**src/assert_macros.svh**
```systemverilog
// ----------------------------------------------------------------------------
// Assertion macros
// Concurrent assertion wrappers shared by the palette index builder sources.
// ----------------------------------------------------------------------------
`ifndef ASSERT_MACROS_SVH
`define ASSERT_MACROS_SVH

`ifndef SYNTHESIS

// Property must hold at every clock edge outside reset.
`define ASSERT_PROP(lbl, clk, rstn, prop) \
    lbl: assert property (@(posedge clk) disable iff (!rstn) (prop)) \
        else $error("assertion failed");

// Expression must never be true outside reset.
`define ASSERT_NEVER(lbl, clk, rstn, expr) \
    lbl: assert property (@(posedge clk) disable iff (!rstn) !(expr)) \
        else $error("forbidden condition seen");

`else

`define ASSERT_PROP(lbl, clk, rstn, prop)
`define ASSERT_NEVER(lbl, clk, rstn, expr)

`endif

`endif

```
**src/pib_pkg.sv**
```systemverilog
// ----------------------------------------------------------------------------
// pib_pkg
// Types and constants shared by the palette index builder modules.
// ----------------------------------------------------------------------------
package pib_pkg;

    localparam int PALETTE_SIZE_DEF = 256;
    localparam int COLOUR_W         = 32;
    localparam int IDX_W            = 8;

    typedef struct packed {
        logic [COLOUR_W-1:0] pixel_colour;
        logic                first_pixel;
    } pixel_in_t;

    typedef struct packed {
        logic [IDX_W-1:0] colour_index;
        logic             is_new_colour;
        logic             overflow;
    } result_t;

    // What travels from cell to cell along the chain.
    typedef struct packed {
        logic                valid;
        logic [COLOUR_W-1:0] colour;
        logic                first;
        logic                found;
        logic                fresh;
        logic [IDX_W-1:0]    idx;
    } pib_token_t;

endpackage

```
**src/pib_out.sv**
```systemverilog
// ----------------------------------------------------------------------------
// pib_out
// Result register at the end of the chain, with the sticky overflow flag.
// ----------------------------------------------------------------------------
module pib_out
    import pib_pkg::*;
(
    input  logic       aclk,
    input  logic       aresetn,
    input  pib_token_t tok_in,
    output logic       advance,
    output result_t    m_result,
    output logic       m_valid,
    input  logic       m_ready
);

    result_t result_reg;
    result_t result_next;
    logic    valid_reg;
    logic    ovf_reg;
    logic    ovf_next;

    assign advance = !valid_reg || m_ready;

    // A pixel that leaves the chain unclaimed found every entry taken.
    always_comb begin
        ovf_next = (tok_in.first ? 1'b0 : ovf_reg) | !tok_in.found;
        result_next.colour_index  = tok_in.found ? tok_in.idx : '0;
        result_next.is_new_colour = tok_in.fresh;
        result_next.overflow      = ovf_next;
    end

    always_ff @(posedge aclk) begin
        if (!aresetn) begin
            valid_reg <= 1'b0;
            ovf_reg   <= 1'b0;
        end else if (advance) begin
            valid_reg <= tok_in.valid;
            if (tok_in.valid) begin
                ovf_reg <= ovf_next;
            end
        end
    end

    always_ff @(posedge aclk) begin
        if (advance && tok_in.valid) begin
            result_reg <= result_next;
        end
    end

    assign m_result = result_reg;
    assign m_valid  = valid_reg;

endmodule

```
**config.mk**
```make
export PLATFORM = sky130hd
export DESIGN_NAME = pib_out
export DESIGN_NICKNAME = d
export VERILOG_FILES = /design/src/assert_macros.svh /design/src/pib_pkg.sv /design/src/pib_out.sv
export SDC_FILE = /design/constraint.sdc
export NUM_CORES = 1
export LEC_CHECK = 0
export ABC_AREA = 0
export BUFFER_PORTS_ARGS = -buffer_cell sky130_fd_sc_hd__buf_2
export CORE_MARGIN = 2
export CORE_UTILIZATION = 27
export CTS_BUF_LIST = sky130_fd_sc_hd__clkbuf_8 sky130_fd_sc_hd__clkbuf_16
export DETAILED_ROUTE_END_ITERATION = 10
export GPL_ROUTABILITY_DRIVEN = 1
export PLACE_DENSITY = 0.82
export SLEW_MARGIN = 30
export SYNTH_ARGS = -nofsm -noshare
export SYNTH_HDL_FRONTEND = slang
export SYNTH_SLANG_ARGS = --single-unit
```
**constraint.sdc**
```tcl
create_clock -name aclk -period 1 [get_ports aclk]
set_clock_uncertainty 0.1 [all_clocks]
set_input_delay 0.2 -clock aclk [delete_from_list [all_inputs] [get_ports aclk]]
set_output_delay 0.2 -clock aclk [all_outputs]
set_load 0.1 [all_outputs]
```
==> summary.txt, run 1 <==
Status
  • Run status: finished with violations
  • Violated checks: negative setup slack

Worst setup path
  • CP max FO: 2
  • Crit path from: m_valid
  • WP data required: 0.70 ns
  • WS Path Type: flip-flop to output pin
  • Crit path DAT: 0.93 ns
  • Critical R2R Launch: m_valid
  • Setup crit end kind: output pin
  • Crit start category: flip-flop

Routing
  • Initial drt markers: 5
  • Routed Antenna Nets: 0
  • WL/cell: 11.4 µm
  • DRT Wirelength: 902 µm
  • Vias/cell: 4.30
  • DRC Markers: 0
  • Vias after detailed routing: 340
  • First-pass DRT Iterations: 3

Logic synthesis
  • #FFs+latches synth: 12
  • Mapped Avg Cell Area: 16.1 µm²
  • Syn Std Cell Area: 452 µm²
  • Yosys Warn Count: 0
  • Seq/Total Area, Yosys: 75.3%
  • Mapped Cells: 28
  • Syn nets: 75
  • Cell variety after synth: 10

Placed design
  • Placed insts: 72
  • Buffers added on ports: 26
  • GP Congestion: 0.688
  • DPL Wire Length: 672 µm
  • Pre-CTS WS: -0.0565 ns

Global route
  • Largest net degree at the start of global routing: 11
  • Global-route wire length before repair: 1430 µm
  • Congestion Overflow GR: 0
  • GRT Total Usage: 10.4%
  • Vias in the first global route: 337
  • Antenna violations before repair: 0

Clock tree
  • Worst-skew pair later-pin latency: 0.23 ns
  • CTS sink cnt: 12
  • Cts bufs inserted: 3
  • H-Tree Depth: 1
  • Clk buf depth: 2
  • CTS tree: built
  • Clk slew on worst S/H paths: 0.05 ns
  • Hold-fix buffer count after cts: 0
  • Root buffer cell: clkbuf_8

Finish
  • Commonest non-fill, non-tap cell in the layout: buf_2
  • Antenna fix cells: 0
  • Fill cell count: 130
  • Fraction of layout cells with a size suffix above 1: 60.3%
  • Most frequent cells in the layout: buf_2 (14), buf_12 (13), edfxtp_1 (10), and2_1 (8)
  • Area of the multi-input gates: 116 µm²
  • Sequential cell area: 344 µm²
  • Number of flip-flops under the largest register name: 10
  • NumNets Final: 111
  • Non-Filler Instances: 79
  • Area Overhead vs Synth: 96.1%
  • Post-Route Utilization: 57.5%

Floorplan
  • Die Wd: 44.9 µm
  • Die area: 2020 µm²
  • Initial Utilization: 29.3%
  • IO Count: 59
  • Core ar.: 1540 µm²
  • Site Rows: 14
  • Chip height: 44.9 µm

Timing
  • Final slew viol count: 0
  • # setup viols final: 23
  • Final Hold Viols: 0
  • RSZ-0062 raised after global routing: yes
  • Slew @ Worst Pin: 0.172 ns
  • Hold_ws: 0.0589 ns
  • Rel. slew slack: 88.5%
  • Final min period: 1.23 ns
  • Fmax: 0.812 GHz
  • Worst setup margin: -0.231 ns
  • Period utilisation layout: 123%

Job
  • Max cap viols: 0

Pwr
  • Pwr Total: 1480 µW
  • Pwr/cell area: 1670 nW/µm²
  • Pleak: 0.000397 µW
  • Worst VDD drop: 0.910 mV

Min path
  • Hold WC Path Type: primary input to flip-flop
  • Hold_sp: tok_in[8]
[final timing paths]
kind                                    end  slack, ns  depth (start not counted)
worst max-delay path                advance      -0.23                          3
worst min-delay path            m_result[1]       0.06                          1
worst max register to register      ovf_reg      -0.14                          4
worst min register to register      ovf_reg       0.41                          1
[routing by layer]
layer / wire (µm) / vias up / track usage (%)
li1: - / 169 / -
met1: 336 / 156 / 10.2
met2: 505 / 15 / 19.7
met3: 60 / 0 / 5.20
met4: 0 / 0 / 1.76
met5: 0 / - / 0
[synthesized netlist by cell type]
master	instances	area share [%]
edfxtp_1	10	66
inv_1	2	1.7
dfxtp_1	2	8.9
and2_1	8	11
and2_4	1	1.9
o2111ai_1	1	1.9
a21boi_0	1	1.7
nand2b_4	1	3.0
o211a_1	1	2.2
o21ai_0	1	1.1
[cells by family after synthesis]
kind of cell | synth area share, %
flops | 75.3
buf+inv | 1.66
simple gates | 16.1
compound gates | 6.93
[power breakdown]
| part | switching (µW) | internal [µW] | total [µW] |
|---|---|---|---|
| logic | 273 | 170 | 443 |
| registers | 25.0 | 581 | 606 |
| clock network | 160 | 269 | 429 |
[cell type report]
cell class | instances | area share [%]
Tap cell | 16 | 2.26
Clock inverter | 1 | 0.424
Sequential cell | 12 | 38.8
Timing Repair Buffer | 30 | 39.8
Clock buffer | 3 | 4.66
Inverter | 2 | 0.847
Multi-Input combinational cell | 15 | 13.1
[per-stage QoR]
stage / area (µm²) / TNS (ns)
2_1_floorplan: 455 / -7.01
3_3_place_gp: 813 / -0.378
3_5_place_dp: 813 / -0.586
4_1_cts: 882 / -3.03
5_1_grt: 886 / -3.51
6_report: 886 / -2.88
[critical path, stage by stage, from the launching register on]
cell,delay (ns)
dfxtp_4,0.35
nand2b_4,0.06
buf_12,0.12
buf_12,0.15
[what timing repair did]
action,4_1_cts,5_1_grt
buffers inserted,2,0
gates cloned,1,0
endpoints found under the setup margin,23,24
pin swaps,1,0
gates resized for setup,2,1
endpoints found under the hold margin,0,0
No activity file was read; power rests on OpenSTA's default activity.
==> inputs of run 2 (changes only) <==
--- a/config.mk
+++ b/config.mk
@@ -13,6 +13,7 @@
 export DETAILED_ROUTE_END_ITERATION = 10
 export GPL_ROUTABILITY_DRIVEN = 1
 export PLACE_DENSITY = 0.82
+export REMOVE_ABC_BUFFERS = 1
 export SLEW_MARGIN = 30
 export SYNTH_ARGS = -nofsm -noshare
 export SYNTH_HDL_FRONTEND = slang
==> run 2 against run 1 <==
Net effect:
- the flow still finishes with violations (negative setup slack)
- count of clock-buffer cells in the layout unchanged
- worst hold slack got worse by 0.0087 ns
- combinational power decreased by 1%
- register-to-register slack about the same
- critical path type unchanged
- largest power group unchanged
==> summary.txt, run 2 (synthesized netlist as in run 1, its figures left out) <==
Status
  • Run status: finished with violations
  • Violated checks: negative setup slack

Timing
  • RSZ-0062 raised after global routing: yes
  • Rel. slew slack: 88.5%
  • Final slew viol count: 0
  • Fmax: 0.821 GHz
  • Slew @ Worst Pin: 0.170 ns
  • Period utilisation layout: 122%
  • Final min period: 1.22 ns
  • # setup viols final: 23
  • Worst setup margin: -0.218 ns
  • Final Hold Viols: 0

Global route
  • GRT Total Usage: 10.2%
  • Vias in the first global route: 351
  • Congestion Overflow GR: 0
  • Largest net degree at the start of global routing: 11
  • Global-route wire length before repair: 1460 µm
  • Antenna violations before repair: 0

Clock tree
  • Root buffer cell: clkbuf_8
  • CTS sink cnt: 12
  • Clk buf depth: 2
  • CTS tree: built
  • H-Tree Depth: 1
  • Cts bufs inserted: 3
  • Clk slew on worst S/H paths: 0.05 ns
  • Worst-skew pair later-pin latency: 0.23 ns

Worst setup path
  • WS Path Type: flip-flop to output pin
  • CP max FO: 2
  • Setup crit end kind: output pin
  • Crit start category: flip-flop
  • FF-to-FF path depth: 4
  • Crit path DAT: 0.92 ns
  • WP data required: 0.70 ns

Finish
  • Commonest non-fill, non-tap cell in the layout: buf_2
  • NumNets Final: 111
  • Most frequent cells in the layout: buf_2 (14), buf_12 (12), edfxtp_1 (10), and2_1 (8)
  • Number of flip-flops under the largest register name: 10
  • Post-route cell area: 875 µm²
  • Non-Filler Instances: 79
  • Area Overhead vs Synth: 93.6%
  • Fraction of layout cells with a size suffix above 1: 60.3%
  • Antenna fix cells: 0
  • Fill cell count: 126

Placed design
  • GP Congestion: 0.681
  • Placed insts: 73
  • Buffers added on ports: 26
  • Pre-CTS WS: -0.0810 ns
  • Post-DP Area: 805 µm²

Min path
  • WHS Path Cells: 1
  • Hold WC Path Type: primary input to flip-flop

Routing
  • Initial drt markers: 0
  • First-pass DRT Iterations: 1
  • DRT Wirelength: 893 µm
  • WL/cell: 11.3 µm
  • DRC Markers: 0
  • Routed Antenna Nets: 0
  • Vias after detailed routing: 340
  • Vias/cell: 4.30

Floorplan
  • IO Count: 59
  • Core ar.: 1540 µm²
  • Chip height: 44.9 µm
  • Die Wd: 44.9 µm
  • Initial Utilization: 29.3%
  • Die area: 2020 µm²
  • Site Rows: 14

Pwr
  • Pleak: 0.000392 µW
  • Pwr/cell area: 1690 nW/µm²
  • Worst VDD drop: 0.785 mV

Job
  • Max cap viols: 0
==> run 2: cell counts in the layout (fill, tap and decap cells not counted) <==
Identical to the previous run, type by type.
==> run 2: routing by layer <==
| metal | up-vias | track usage, % | wire length, µm |
|---|---|---|---|
| met5 | - | 0 | 0 |
| met4 | 0 | 3.53 | 0 |
| met3 | 0 | 2.80 | 59 |
| met2 | 15 | 20.0 | 489 |
| met1 | 155 | 10.1 | 344 |
| li1 | 170 | - | - |
==> run 2: critical path, stage by stage, from the launching register on <==
cell,delay [ns]
dfxtp_2,0.35
nand2b_4,0.06
buf_6,0.12
buf_12,0.15
==> run 2: path summary, 6_finish.rpt <==
path	end	start	slack (ns)
setup / recovery	advance	m_valid	-0.22
hold / removal	m_result[1]	tok_in[8]	0.05
setup reg to reg	ovf_reg	m_valid	-0.13
hold reg to reg	ovf_reg	ovf_reg	0.40
==> run 2: layout make-up <==
class | instances | area (µm²) | share of cell area (%)
flip-flops and latches | 12 | 342 | 39.1
clock inverters | 1 | 3.75 | 0.429
well taps | 16 | 20.0 | 2.29
inverters | 2 | 7.51 | 0.858
clock buffers | 3 | 41.3 | 4.72
repair buffers | 30 | 344 | 39.3
multi-input cells | 15 | 116 | 13.3
==> run 2: timing repair <==
action                     in CTS  in global routing
setup buffers                   1                  0
cloned                          1                  0
setup endpoints to repair      23                 24
gates resized for setup         4                  1
hold buffers                    0                  0
==> run 2: power breakdown <==
part           internal (µW)  switching, µW
combinational            167            271
clock                    269            164
sequential               583           25.0
==> run 2: metrics by stage <==
step           util, %  power (µW)  hold WS (ns)  setup TNS, ns
4_1_cts           56.5        1490        0.0534          -2.77
2_1_floorplan        -         860         0.199         -15.13
3_3_place_gp      52.2        1040         0.279         -0.267
3_5_place_dp      52.2        1050         0.297         -0.666
5_1_grt           56.7        1530        0.0540          -3.13
6_report          56.7        1480        0.0502          -2.63
==> inputs of run 3 (changes only) <==
--- a/config.mk
+++ b/config.mk
@@ -7,6 +7,7 @@
 export LEC_CHECK = 0
 export ABC_AREA = 0
 export BUFFER_PORTS_ARGS = -buffer_cell sky130_fd_sc_hd__buf_2
+export CAP_MARGIN = 10
 export CORE_MARGIN = 2
 export CORE_UTILIZATION = 27
 export CTS_BUF_LIST = sky130_fd_sc_hd__clkbuf_8 sky130_fd_sc_hd__clkbuf_16
@@ -14,6 +15,7 @@
 export GPL_ROUTABILITY_DRIVEN = 1
 export PLACE_DENSITY = 0.82
 export REMOVE_ABC_BUFFERS = 1
+export SETUP_SLACK_MARGIN = 0.5
 export SLEW_MARGIN = 30
 export SYNTH_ARGS = -nofsm -noshare
 export SYNTH_HDL_FRONTEND = slang
==> run 3 against run 2 <==
Net effect:
- the flow still finishes with violations (negative setup slack)
- design area grew 11%
- register-to-register slack about the same
- power grew 2.5%
- count of clock-buffer cells in the layout stayed put
- fmax is 0.56% higher
- critical path type unchanged
==> summary.txt, run 3 (synthesized netlist as in run 1, its figures left out) <==
Global route
  • Vias in the first global route: 349
  • Global-route wire length before repair: 1440 µm
  • GRT Total Usage: 10.2%
  • Congestion Overflow GR: 0
  • Largest net degree at the start of global routing: 11
  • Antenna violations before repair: 0

Worst setup path
  • CP max FO: 2
  • Top delay family on crit path: flip-flops
  • Crit start category: flip-flop
  • FF-to-FF path depth: 4
  • Cell chain of the critical path: nand2b_4 -> buf_6 -> buf_12
  • Crit. path cell count: 3
  • Crit path DAT: 0.91 ns
  • Crit path buf inv count: 2
  • WP data required: 0.70 ns
  • Max incr delay on CP: 0.35 ns
  • Setup crit end kind: output pin
  • WS Path Type: flip-flop to output pin
  • Crit path max-delay cell type: dfxtp_2

Floorplan
  • Site Rows: 14
  • IO Count: 59
  • Initial Utilization: 29.3%
  • Die area: 2020 µm²
  • Chip height: 44.9 µm
  • Core ar.: 1540 µm²
  • Die Wd: 44.9 µm

Status
  • Violated checks: negative setup slack
  • Run status: finished with violations

Routing
  • DRT Wirelength: 944 µm
  • DRC Markers: 0
  • First-pass DRT Iterations: 2
  • Vias after detailed routing: 353
  • WL/cell: 11.8 µm
  • Vias/cell: 4.41
  • Routed Antenna Nets: 0
  • Initial drt markers: 2

Min path
  • Hold WC Path Type: primary input to flip-flop
  • WHS Path Cells: 1

Finish
  • Commonest non-fill, non-tap cell in the layout: buf_12
  • Number of flip-flops under the largest register name: 10
  • Fraction of layout cells with a size suffix above 1: 78.1%
  • Fill cell count: 119
  • Non-Filler Instances: 80
  • Antenna fix cells: 0
  • NumNets Final: 112
  • Area Overhead vs Synth: 115%
  • Most frequent cells in the layout: buf_12 (13), and2_4 (10), edfxtp_1 (10), buf_2 (8), buf_6 (6)
  • Post-route cell area: 971 µm²

Timing
  • # setup viols final: 23
  • Final slew viol count: 0
  • Worst setup margin: -0.212 ns
  • Rel. slew slack: 89.7%
  • Period utilisation layout: 121%
  • Fmax: 0.825 GHz
  • Final Hold Viols: 0
  • Final min period: 1.21 ns
  • RSZ-0062 raised after global routing: yes
  • Slew @ Worst Pin: 0.155 ns
  • Hold_ws: 0.0558 ns

Placed design
  • Post-DP Area: 805 µm²
  • Buffers added on ports: 26
  • GP Congestion: 0.681
  • Pre-CTS WS: -0.0810 ns
  • Placed insts: 73

Clock tree
  • Clk buf depth: 2
  • Worst-skew pair later-pin latency: 0.23 ns
  • CTS tree: built
  • Clk slew on worst S/H paths: 0.05 ns
  • H-Tree Depth: 1
  • Root buffer cell: clkbuf_8
  • CTS sink cnt: 12
  • Cts bufs inserted: 3

Pwr
  • Worst VDD drop: 0.798 mV
  • Pleak: 0.000437 µW
  • Pwr/cell area: 1560 nW/µm²

Job
  • Max cap viols: 0
-- run 3: repair_timing --
item,4_1_cts,5_1_grt
hold buffers,0,0
cloned,1,1
resized for setup,20,6
buffers inserted,1,0
endpoints found under the setup margin,33,33
pin swaps,2,0
-- run 3: layer usage --
| layer | GRT usage [%] | up-vias | routed length, µm |
|---|---|---|---|
| li1 | - | 174 | - |
| met1 | 9.79 | 164 | 327 |
| met2 | 20.3 | 15 | 553 |
| met3 | 2.80 | 0 | 63 |
| met4 | 3.53 | 0 | 0 |
| met5 | 0 | - | 0 |
-- run 3: per-stage QoR --
stage,total power [µW],util [%],TNS (ns)
2_1_floorplan,860,-,-15.13
3_3_place_gp,1040,52.2,-0.267
3_5_place_dp,1050,52.2,-0.666
4_1_cts,1520,59.1,-2.78
5_1_grt,1580,63.0,-3.16
6_report,1520,63.0,-2.57
-- run 3: worst register-to-register path: stages (launching register included) --
cell      delay, ns
dfxtp_2        0.35
nand2b_4       0.06
buf_4          0.14
and2_4         0.18
o211a_1        0.20
-- run 3: area by class of cell --
type | count | area [µm²] | share of cell area, %
tap | 16 | 20.0 | 2.06
inverter | 2 | 7.51 | 0.773
clock inverter | 1 | 3.75 | 0.387
multi-input combinational | 15 | 140 | 14.4
timing repair buffer | 31 | 415 | 42.8
clock buffer | 3 | 41.3 | 4.25
sequential | 12 | 343 | 35.3
-- run 3: final timing paths --
path | startpoint | to | slack (ns)
max | m_valid | advance | -0.21
min | tok_in[8] | m_result[1] | 0.06
max reg2reg | m_valid | ovf_reg | -0.13
min reg2reg | ovf_reg | ovf_reg | 0.40
-- run 3: power by group --
part	switching [µW]	internal (µW)	leakage, µW	total (µW)
logic	277	207	0.000293	484
registers	25.1	584	0.000116	609
clock network	155	268	0.0000269	423
