<file path="config.mk">
export PLATFORM = sky130hd
export DESIGN_NAME = pib_cell
export DESIGN_NICKNAME = d
export VERILOG_FILES = /design/src/pib_pkg.sv /design/src/pib_cell.sv
export VERILOG_INCLUDE_DIRS = /design/src /design/src/src
export SDC_FILE = /design/constraint.sdc
export NUM_CORES = 1
export LEC_CHECK = 0
export BUFFER_PORTS_ARGS = -buffer_cell sky130_fd_sc_hd__buf_4
export CAP_MARGIN = 25
export CORE_UTILIZATION = 40
export DETAILED_ROUTE_END_ITERATION = 12
export SYNTH_ARGS = -nofsm -noshare
export SYNTH_HDL_FRONTEND = slang
export SYNTH_SLANG_ARGS = --single-unit
</file>
<file path="constraint.sdc">
create_clock -name aclk -period 3.7 [get_ports aclk]
set_input_delay 0.37 -clock aclk [delete_from_list [all_inputs] [get_ports aclk]]
set_output_delay 0.37 -clock aclk [all_outputs]
set_load 0.005 [all_outputs]
</file>
<file path="src/assert_macros.svh">
// ----------------------------------------------------------------------------
// Assertion macros
// Concurrent assertion wrappers shared by the palette index builder sources.
// ----------------------------------------------------------------------------
`ifndef ASSERT_MACROS_SVH
`define ASSERT_MACROS_SVH

`ifndef SYNTHESIS

// Property must hold at every clock edge outside reset.
`define ASSERT_PROP(lbl, clk, rstn, prop) \
    lbl: assert property (@(posedge clk) disable iff (!rstn) (prop)) \
        else $error("assertion failed");

// Expression must never be true outside reset.
`define ASSERT_NEVER(lbl, clk, rstn, expr) \
    lbl: assert property (@(posedge clk) disable iff (!rstn) !(expr)) \
        else $error("forbidden condition seen");

`else

`define ASSERT_PROP(lbl, clk, rstn, prop)
`define ASSERT_NEVER(lbl, clk, rstn, expr)

`endif

`endif

</file>
<file path="src/pib_pkg.sv">
// ----------------------------------------------------------------------------
// pib_pkg
// Types and constants shared by the palette index builder modules.
// ----------------------------------------------------------------------------
package pib_pkg;

    localparam int PALETTE_SIZE_DEF = 256;
    localparam int COLOUR_W         = 32;
    localparam int IDX_W            = 8;

    typedef struct packed {
        logic [COLOUR_W-1:0] pixel_colour;
        logic                first_pixel;
    } pixel_in_t;

    typedef struct packed {
        logic [IDX_W-1:0] colour_index;
        logic             is_new_colour;
        logic             overflow;
    } result_t;

    // What travels from cell to cell along the chain.
    typedef struct packed {
        logic                valid;
        logic [COLOUR_W-1:0] colour;
        logic                first;
        logic                found;
        logic                fresh;
        logic [IDX_W-1:0]    idx;
    } pib_token_t;

endpackage

</file>
<file path="src/pib_cell.sv">
// ----------------------------------------------------------------------------
// pib_cell
// One palette entry: compares the passing pixel, claims it on a match or
// takes its colour when empty, then hands the pixel to the next cell.
// ----------------------------------------------------------------------------
`include "assert_macros.svh"

module pib_cell
    import pib_pkg::*;
#(
    parameter int CELL_INDEX = 0
) (
    input  logic       aclk,
    input  logic       aresetn,
    input  logic       advance,
    input  pib_token_t tok_in,
    output pib_token_t tok_out
);

    localparam logic [IDX_W-1:0] CELL_IDX = IDX_W'(CELL_INDEX);

    logic [COLOUR_W-1:0] entry_reg;
    logic                entry_valid_reg;
    logic                entry_valid_next;
    pib_token_t          tok_reg;
    pib_token_t          tok_next;
    logic                hit;
    logic                empty;
    logic                write;

    // A first-pixel beat empties the entry before it is looked at.
    assign hit   = entry_valid_reg && !tok_in.first && (entry_reg == tok_in.colour);
    assign empty = !entry_valid_reg || tok_in.first;

    always_comb begin
        tok_next         = tok_in;
        entry_valid_next = entry_valid_reg;
        write            = 1'b0;
        if (tok_in.valid) begin
            if (tok_in.first) begin
                entry_valid_next = 1'b0;
            end
            if (!tok_in.found) begin
                if (hit) begin
                    tok_next.found = 1'b1;
                    tok_next.idx   = CELL_IDX;
                end else if (empty) begin
                    tok_next.found   = 1'b1;
                    tok_next.fresh   = 1'b1;
                    tok_next.idx     = CELL_IDX;
                    write            = 1'b1;
                    entry_valid_next = 1'b1;
                end
            end
        end
    end

    always_ff @(posedge aclk) begin
        if (!aresetn) begin
            tok_reg         <= '0;
            entry_valid_reg <= 1'b0;
        end else if (advance) begin
            tok_reg         <= tok_next;
            entry_valid_reg <= entry_valid_next;
        end
    end

    always_ff @(posedge aclk) begin
        if (advance && write) begin
            entry_reg <= tok_in.colour;
        end
    end

    assign tok_out = tok_reg;

    `ASSERT_PROP(a_fill_from_beat, aclk, aresetn,
        (!entry_valid_reg ##1 entry_valid_reg) |-> $past(tok_in.valid && !tok_in.found && advance))
    `ASSERT_PROP(a_empty_claims, aclk, aresetn,
        (advance && tok_in.valid && !tok_in.found && empty) |=> (tok_reg.fresh && entry_valid_reg))

endmodule

</file>
==> out/metrics.csv, run 1 <==
metric,value,unit
critPathKind,reg -> reg,
share_seq_of_total_power,0.502,
crit_path_cell_trace,xor2_1 -> nor4_1 -> nand4_1 -> o21ai_1 -> and3b_1 -> o21ai_2,
cts_resized,0,
cp_data_required_time,3.91,ns
slowest_stage,and3b_1,
outcome,finished clean,
die_w,89.60,um
insertion_delay,0.34,ns
final_max_slew_viol_count,0,
cp.arrival,2.27,ns
vias,2024,
period_share,0.5551,
synth_seq_area_share,0.6066,
cts.path.max_buffers,2,
coreArea,7331,um2
start_kind,flip-flop,
dp_slack,1.487,ns
clkPwrFrac,0.392,
placed_area,3820,um2
intPower,1.481,mW
hp-class,in -> reg,
synth_compound_area_frac,0.03587,
io_pins,91,
synthesis.area,3069,um2
final_cell_mix,"91 x buf_4, 45 x dfxtp_1, 34 x nor2b_1",
final_common_cell,buf_4,
p_leak,1.713,nW
powerDensity,463.2,nW/um2
crit_family,simple AND/OR/NAND/NOR gates,
die_y,89.60,um
dieArea,8027,um2
layout-drive-gt1-share,0.3434,
maxCapViolations,0,
cp.buffers_inverters,0,
cts_root_buf,clkbuf_8,
cts_tree,built,
antenna_left,0,
ir_worst_vdd,0.0002303,V
largest_reg_flops,44,
max_freq,486.9,MHz
synthDistinctLibCells,24,
fin_worst_skew,0.006082,ns
routed_via_density,4.696,
syn-num-nets,285,
postCtsSetupRepairBufs,0,
drtIter0Drc,23,
h-tree-depth,3,
n_fill_cell,650,
cp_max_fo,8,
synth.avg_cell_area,12.90,um2
finalInstanceArea,4050,um2
swShare,0.2106,
clock_sinks,77,
grt_pass1_wl,9108,um
end_kind,flip-flop,
portBuffers,90,
antenna_cells_inserted,0,
wirelength,5884,um
row_count,31,
relSlewSlack,0.4974,
start_util,0.4187,
tightestPinTransition,0.7539,ns
synth_mux_area_frac,0.1113,
wl_per_cell,13.65,um
ys.warnings.count,0,
yosys.area_share.simple,0.1349,
final_nets,374,
holdBufCountCts,0,
finalWorstSetupSlack,1.646,ns
post-dp-hpwl,3862,um
gp_congestion,0.6716,
path_clk_slew,0.08,ns
tns,0,ns
grt_overflow,0,
synthAdderAreaFrac,0,
power_frac_comb,0.106,
dr.pass1.iters,4,
grt_pass1_vias,1923,
rsz0062_at_grt,false,
hold_viol_final,0,
grt_usage,0.1530,
ys_seq_elements,77,
max_stage_delay,0.50,ns
area_growth,31.96,%
synth_top_family_by_area,simple AND/OR/NAND/NOR gates,
drc_errors,0,
grt_max_degree,56,
syn_inst,238,
switchingPower,395.1,uW
finalSetupViolCount,0,
cts_buffers,9,
min_period,2.054,ns
antenna_found_initial,0,
synthXorXnorAreaFrac,0.09132,
stage by stage:
step | util | std cells | power, mW | hold slack (ns)
CTS | 0.5525 | 431 | 1.906 | 0.2109
floorplan | - | 238 | 1.054 | 0.4689
global placement | 0.5211 | 415 | 1.160 | 0.4760
finish | 0.5525 | 431 | 1.876 | 0.2272
detailed placement | 0.5211 | 415 | 1.164 | 0.4797
global route | 0.5525 | 431 | 1.954 | 0.2140
cells by family after synthesis:
kind of cell	count (synthesis)
DFF	77
and+or+nand+nor	67
muxes	34
xor gates and xnor gates	32
AOI/OAI and AO/OA	15
buffers and inverters	13
Yosys cell counts:
library cell  instances  area share
o21a_1                1      0.0024
and3b_1               1      0.0029
nand2_1               2      0.0024
mux2_2                1      0.0037
o21ai_1               1      0.0016
a21oi_1               2      0.0033
clkbuf_1              8      0.0098
xor2_1               32       0.091
a21boi_0              1      0.0024
nand3_1               9       0.015
o21ai_0               2      0.0033
and2_1                1      0.0020
nand2b_1              1      0.0020
buf_2                 4      0.0065
buf_6                 1      0.0037
dfxtp_1              45        0.29
nand4_1               2      0.0041
o21ai_2               8       0.023
edfxtp_1             32        0.31
nor3_1                1      0.0016
nand3b_1              8       0.020
mux2i_1              33        0.11
nor2b_1              34       0.069
nor4_1                8       0.016
final timing paths:
kind	endpoint	slack (ns)	start	depth (start not counted)
max	tok_out[7]$_SDFFE_PN0P_	1.65	entry_reg[16]$_DFFE_PP_	6
min	entry_reg[26]$_DFFE_PP_	0.23	tok_in[37]	1
max reg2reg	tok_out[7]$_SDFFE_PN0P_	1.65	entry_reg[16]$_DFFE_PP_	6
min reg2reg	tok_out[3]$_SDFFE_PN0P_	0.49	tok_out[3]$_SDFFE_PN0P_	2
area by class of cell:
| cell class | count | area, um2 | share of cell area |
|---|---|---|---|
| multi-input combinational | 148 | 1151 | 0.2842 |
| timing repair buffer | 91 | 683.2 | 0.1687 |
| clock buffer | 11 | 131.4 | 0.03244 |
| tap | 99 | 123.9 | 0.03058 |
| sequential | 77 | 1862 | 0.4597 |
| clock inverter | 5 | 98.84 | 0.02441 |
layer usage:
metal	global-route usage	vias up	wire (um)
li1	-	1004	-
met1	0.1970	950	2794
met2	0.2335	61	2613
met3	0.04388	9	367
met4	0.08225	0	109
met5	0	-	0
power groups by stage:
stage	clock (mW)	combinational, mW	sequential [mW]
after global routing	0.787	0.221	0.947
final	0.735	0.198	0.943
after global placement	0	0.199	0.961
after floorplan	0	0.0904	0.964
after CTS	0.761	0.203	0.943
after detailed placement	0	0.202	0.962
(Power assumes the default switching activity.)
==> run 2: changes to the inputs <==
- PLACE_DENSITY: not set -> 0.67
- clock period: 3.7 -> 1.83 ns (I/O delays scaled with it)
==> run 2 against run 1 <==
The flow now finishes with violations (setup timing). Non-clock buffer count is 4 higher. Largest power group unchanged. Sequential power is 100% higher. Hold slack worse by 0.19 ns.
==> out/metrics.csv, run 2 (same netlist as run 1, synthesis figures left out) <==
metric,value,unit,change
outcome,finished with violations,,
violations,setup timing,,
area_growth,34.08,%,
rr_worst_depth,7,,+1
postCtsSetupRepairBufs,0,,unchanged
grt_pass1_wl,9170,um,+0.68%
finalSetupViolCount,4,,+4
relSlewSlack,0.6945,,+0.1971
finalInstanceArea,4115,um2,+1.6%
rsz0062_at_grt,true,,
cp.arrival,2.07,ns,-0.20 ns
crit_path_cell_trace,xor2_1 -> nor4_2 -> nand4_1 -> o21ai_2 -> and3b_2 -> buf_12 -> o21ai_2,,
r2r-end,tok_out[6]$_SDFFE_PN0P_,,
crit_family,simple AND/OR/NAND/NOR gates,,
largest_reg_flops,44,,unchanged
die_y,89.60,um,unchanged
place_inst,419,,+0.96%
cp.buffers_inverters,1,,+1
start_util,0.4187,,unchanged
dp_slack,-0.08166,ns,-1.569 ns
final_max_slew_viol_count,0,,unchanged
final_cells,435,,+0.93%
critPathKind,reg -> reg,,
start_kind,flip-flop,,
insertion_delay,0.34,ns,about the same
grt_usage,0.1576,,+0.004537
cp_common_cell,o21ai_2,,
h-tree-depth,3,,unchanged
dieArea,8027,um2,unchanged
total_power,3.632,mW,+94%
cts_root_buf,clkbuf_8,,
tightestPinTransition,0.4583,ns,-0.2956 ns
grt_pass1_vias,1912,,-0.57%
grt_overflow,0,,unchanged
ff_latch_area,1862,um2,unchanged
whs,0.03794,ns,-0.1892 ns
antenna_found_initial,0,,unchanged
hold_viol_final,0,,unchanged
final_common_cell,buf_4,,
swShare,0.2246,,+0.01400
gp_congestion,0.6799,,+1.2%
end_kind,flip-flop,,
wl_per_cell,13.99,um,+2.5%
drtIter0Drc,51,,+120%
hp-class,in -> reg,,
tns,-0.007743,ns,-0.007743 ns
clkPwrFrac,0.358,,-0.034
dr.pass1.iters,4,,unchanged
drc_errors,0,,unchanged
period_share,1.002,,+0.4466
io_pins,91,,unchanged
clock_sinks,77,,unchanged
routed_via_density,4.669,,-0.58%
min_period,1.833,ns,-0.2208 ns
max_freq,545.5,MHz,+12%
maxCapViolations,0,,unchanged
row_count,31,,unchanged
placed_area,3881,um2,+1.6%
die_w,89.60,um,unchanged
cts.path.max_buffers,2,,unchanged
portBuffers,90,,unchanged
powerDensity,882.5,nW/um2,+90%
n_fill_cell,674,,+3.7%
ir_worst_vdd,0.0004287,V,+86%
grt_max_degree,54,,-3.6%
cp_max_fo,8,,unchanged
cts_buffers,9,,unchanged
post-dp-hpwl,4207,um,+8.9%
p_leak,1.728,nW,+0.87%
antenna_left,0,,unchanged
reg2reg_from,entry_reg[9]$_DFFE_PP_,,
coreArea,7331,um2,unchanged
share_seq_of_total_power,0.525,,+0.023
switchingPower,815.6,uW,+110%
cts_tree,built,,
intPower,2.816,mW,+90%
vias,2031,,+0.35%
fin_worst_skew,0.006531,ns,+0.0004488 ns
max_stage_delay,0.40,ns,-0.10 ns
slowest_stage,edfxtp_1,,
hold_start,tok_in[17],,
final_nets,378,,+1.1%
finalWorstSetupSlack,-0.003113,ns,-1.649 ns
wirelength,6087,um,+3.5%
path_clk_slew,0.08,ns,about the same
cp_data_required_time,2.06,ns,-1.85 ns
r2r_setup_slack,-0.003,ns,-1.65 ns
utilization,0.5614,,+0.008876
power_frac_comb,0.117,,+0.011
min_path_cells,1,,unchanged
worst_hold_path.endpoint,entry_reg[6]$_DFFE_PP_,,
multi_input_area,1187,um2,+3.2%
antenna_cells_inserted,0,,unchanged
final_cell_mix,"93 x buf_4, 45 x dfxtp_1, 34 x nor2b_1",,
layout-drive-gt1-share,0.3720,,+0.02865
==> run 2: cell types whose count changed in the layout (fill, tap and decap cells not counted), sizes merged <==
cell | before | now
clkbuf | 11 | 12
buf | 91 | 95
bufinv | 3 | 1
clkinvlp | 0 | 1
==> run 2: worst reg2reg max path: cells and delay by family, from the launching register on <==
family	cells	cell delay [ns]
flip-flops	1	0.40
buffers and inverters	1	0.13
XOR/XNOR	1	0.17
AND/OR/NAND/NOR	3	0.78
AO/OA/AOI/OAI	2	0.25
==> run 2: routing by layer <==
metal,global-route usage,share of wire,wire [um]
met4,0.07792,0.018,108
met3,0.04662,0.068,415
met5,0,0,0
met2,0.2424,0.44,2705
met1,0.2029,0.47,2858
==> run 2: worst max-delay path by stage <==
stage,start,end,cells after the start
final,entry_reg[9]$_DFFE_PP_,tok_out[6]$_SDFFE_PN0P_,7
after global routing,entry_reg[3]$_DFFE_PP_,tok_out[6]$_SDFFE_PN0P_,7
after CTS,entry_reg[18]$_DFFE_PP_,tok_out[5]$_SDFFE_PN0P_,8
after detailed placement,entry_reg[19]$_DFFE_PP_,tok_out[4]$_SDFFE_PN0P_,7
after global placement,entry_reg[27]$_DFFE_PP_,tok_out[4]$_SDFFE_PN0P_,7
after floorplan,advance,entry_reg[0]$_DFFE_PP_,3
==> run 2: power by group through the flow <==
stage / logic [mW] / clock network (mW) / registers, mW
final: 0.423 / 1.30 / 1.91
after global routing: 0.466 / 1.41 / 1.91
after CTS: 0.431 / 1.34 / 1.91
after detailed placement: 0.423 / 0 / 1.95
after global placement: 0.418 / 0 / 1.94
after floorplan: 0.184 / 0 / 1.95
==> run 2: repair_timing <==
item / CTS / global route
cloned: 0 / 0
setup endpoints to repair: 8 / 8
gates resized for setup: 6 / 0
hold buffers: 0 / 0
pin swaps: 1 / 6
endpoints found under the hold margin: 0 / 0
==> run 2: area by class of cell <==
class / count / area share
Multi-Input combinational cell: 148 / 0.2885
Clock inverter: 4 / 0.01155
Sequential cell: 77 / 0.4524
Timing Repair Buffer: 95 / 0.1794
Clock buffer: 12 / 0.03801
Tap cell: 99 / 0.03010
==> run 3: changes to the inputs <==
- PLACE_DENSITY: 0.67 -> not set
- clock period: 1.83 -> 2.4 ns (I/O delays scaled with it)
==> run 3 against run 2 <==
The run now ends clean. Cell area fell by 1.2%. Cell count stayed put. Sequential power decreased by 24%. Hold slack better by 0.059 ns. Global-route usage grew 0.34 points. Clock power shrank 21%. Non-clock buffer count unchanged. Flip-flop and latch count did not move. Total power down 23%. Largest power group unchanged.
==> out/metrics.csv, run 3 (same netlist as run 1, synthesis figures left out) <==
metric,value,unit,change
r2r_setup_slack,0.44,ns,+0.44 ns
final_cell_mix,"95 x buf_4, 45 x dfxtp_1, 34 x nor2b_1",,
outcome,finished clean,,
start_kind,flip-flop,,
fin_worst_skew,0.008211,ns,+0.001680 ns
period_share,0.8178,,-0.1839
critPathKind,reg -> reg,,
relSlewSlack,0.6924,,-0.002088
antenna_cells_inserted,0,,unchanged
rsz0062_at_grt,false,,
tightestPinTransition,0.4614,ns,+0.003132 ns
drtIter0Drc,54,,+5.9%
r2r-end,tok_out[2]$_SDFFE_PN0P_,,
final_max_slew_viol_count,0,,unchanged
h-tree-depth,3,,unchanged
antenna_found_initial,0,,unchanged
cts_tree,built,,
end_kind,flip-flop,,
grt_pass1_vias,1911,,-0.052%
coreArea,7331,um2,unchanged
cp.arrival,2.19,ns,+0.12 ns
insertion_delay,0.34,ns,about the same
cts_root_buf,clkbuf_8,,
portBuffers,90,,unchanged
drc_errors,0,,unchanged
hold_start,tok_in[27],,
clock_sinks,77,,unchanged
io_pins,91,,unchanged
grt_overflow,0,,unchanged
grt_max_degree,54,,unchanged
crit_path_cell_trace,xor2_1 -> nor4_1 -> nand4_1 -> o21ai_1 -> and3b_1 -> buf_4 -> o21ai_2,,
hold_viol_final,0,,unchanged
min_path_cells,1,,unchanged
cp_data_required_time,2.63,ns,+0.57 ns
dr.pass1.iters,4,,unchanged
postCtsSetupRepairBufs,0,,unchanged
die_w,89.60,um,unchanged
largest_reg_flops,44,,unchanged
row_count,31,,unchanged
grt_pass1_wl,9466,um,+3.2%
cp_max_fo,8,,unchanged
cts_resized,0,,-6
cts.path.max_buffers,2,,unchanged
routed_via_density,4.644,,-0.54%
whs,0.09700,ns,+0.05906 ns
tns,0,ns,+0.007743 ns
cts_buffers,9,,unchanged
rr_worst_depth,7,,unchanged
area_growth,32.45,%,
n_fill_cell,661,,-1.9%
die_y,89.60,um,unchanged
powerDensity,688.6,nW/um2,-22%
antenna_left,0,,unchanged
finalSetupViolCount,0,,-4
reg2reg_from,entry_reg[27]$_DFFE_PP_,,
wirelength,5989,um,-1.6%
vias,2020,,-0.54%
hp-class,in -> reg,,
max_stage_delay,0.43,ns,+0.03 ns
min_period,1.963,ns,+0.1296 ns
max_freq,509.5,MHz,-6.6%
p_leak,1.722,nW,-0.34%
final_nets,378,,unchanged
dieArea,8027,um2,unchanged
slowest_stage,nor4_1,,
holdBufCountCts,0,,unchanged
final_common_cell,buf_4,,
maxCapViolations,0,,unchanged
start_util,0.4187,,unchanged
grt_usage,0.1609,,+0.003363
gp_congestion,0.6791,,-0.12%
layout-drive-gt1-share,0.3512,,-0.02083
worst_hold_path.endpoint,entry_reg[16]$_DFFE_PP_,,
wl_per_cell,13.77,um,-1.6%
path_clk_slew,0.08,ns,about the same
post-dp-hpwl,4133,um,-1.7%
ir_worst_vdd,0.0002835,V,-34%
run 3: changes by cell type in the layout (fill, tap and decap cells not counted), sizes merged:
cell / change
bufinv: +1
clkinvlp: -1
run 3: worst max-delay path by stage:
| stage | start | endpoint | depth (start not counted) |
|---|---|---|---|
| 6_report | entry_reg[27]$_DFFE_PP_ | tok_out[2]$_SDFFE_PN0P_ | 7 |
| 2_1_floorplan | advance | entry_reg[0]$_DFFE_PP_ | 3 |
| 4_1_cts | entry_reg[27]$_DFFE_PP_ | tok_out[2]$_SDFFE_PN0P_ | 7 |
| 5_1_grt | entry_reg[27]$_DFFE_PP_ | tok_out[2]$_SDFFE_PN0P_ | 7 |
| 3_3_place_gp | tok_in[38] | tok_out[7]$_SDFFE_PN0P_ | 8 |
| 3_5_place_dp | tok_in[38] | tok_out[6]$_SDFFE_PN0P_ | 8 |
run 3: metrics by stage:
stage / cells / power (mW) / worst slack, ns / util / area [um2]
2_1_floorplan: 238 / 1.625 / 0.1666 / - / 3074
3_3_place_gp: 419 / 1.797 / 0.3834 / 0.5260 / 3856
3_5_place_dp: 419 / 1.800 / 0.4472 / 0.5260 / 3856
4_1_cts: 435 / 2.847 / 0.4248 / 0.5545 / 4065
5_1_grt: 435 / 2.936 / 0.2434 / 0.5545 / 4065
6_report: 435 / 2.799 / 0.4373 / 0.5545 / 4065
run 3: layout make-up:
type	count	area (um2)	area share
multi-input cells	148	1157	0.2847
clock buffers	12	135.1	0.03324
clock inverters	4	73.82	0.01816
well taps	99	123.9	0.03047
flip-flops and latches	77	1862	0.4580
repair buffers	95	713.2	0.1754
run 3: per-layer routing:
layer	vias up	part of all wire	track usage	wire [um]
met5	-	0	0	0
met4	0	0.015	0.07359	89
met3	10	0.063	0.03931	376
met2	64	0.41	0.2273	2471
met1	930	0.51	0.2323	3052
li1	1016	-	-	-
run 3: critical path, delay by kind of cell, from the launching register on:
| family | cells | cell delay (ns) |
|---|---|---|
| compound gates | 2 | 0.31 |
| xor+xnor | 1 | 0.16 |
| buf+inv | 1 | 0.19 |
| flops | 1 | 0.38 |
| simple gates | 3 | 0.82 |
run 3: power breakdown:
group / leakage [nW] / internal [mW] / total [mW] / switching [mW]
logic: 0.952 / 0.175 / 0.311 / 0.136
clock network: 0.105 / 0.588 / 1.03 / 0.447
registers: 0.665 / 1.42 / 1.45 / 0.0291
total: 1.72 / 2.19 / 2.80 / 0.612
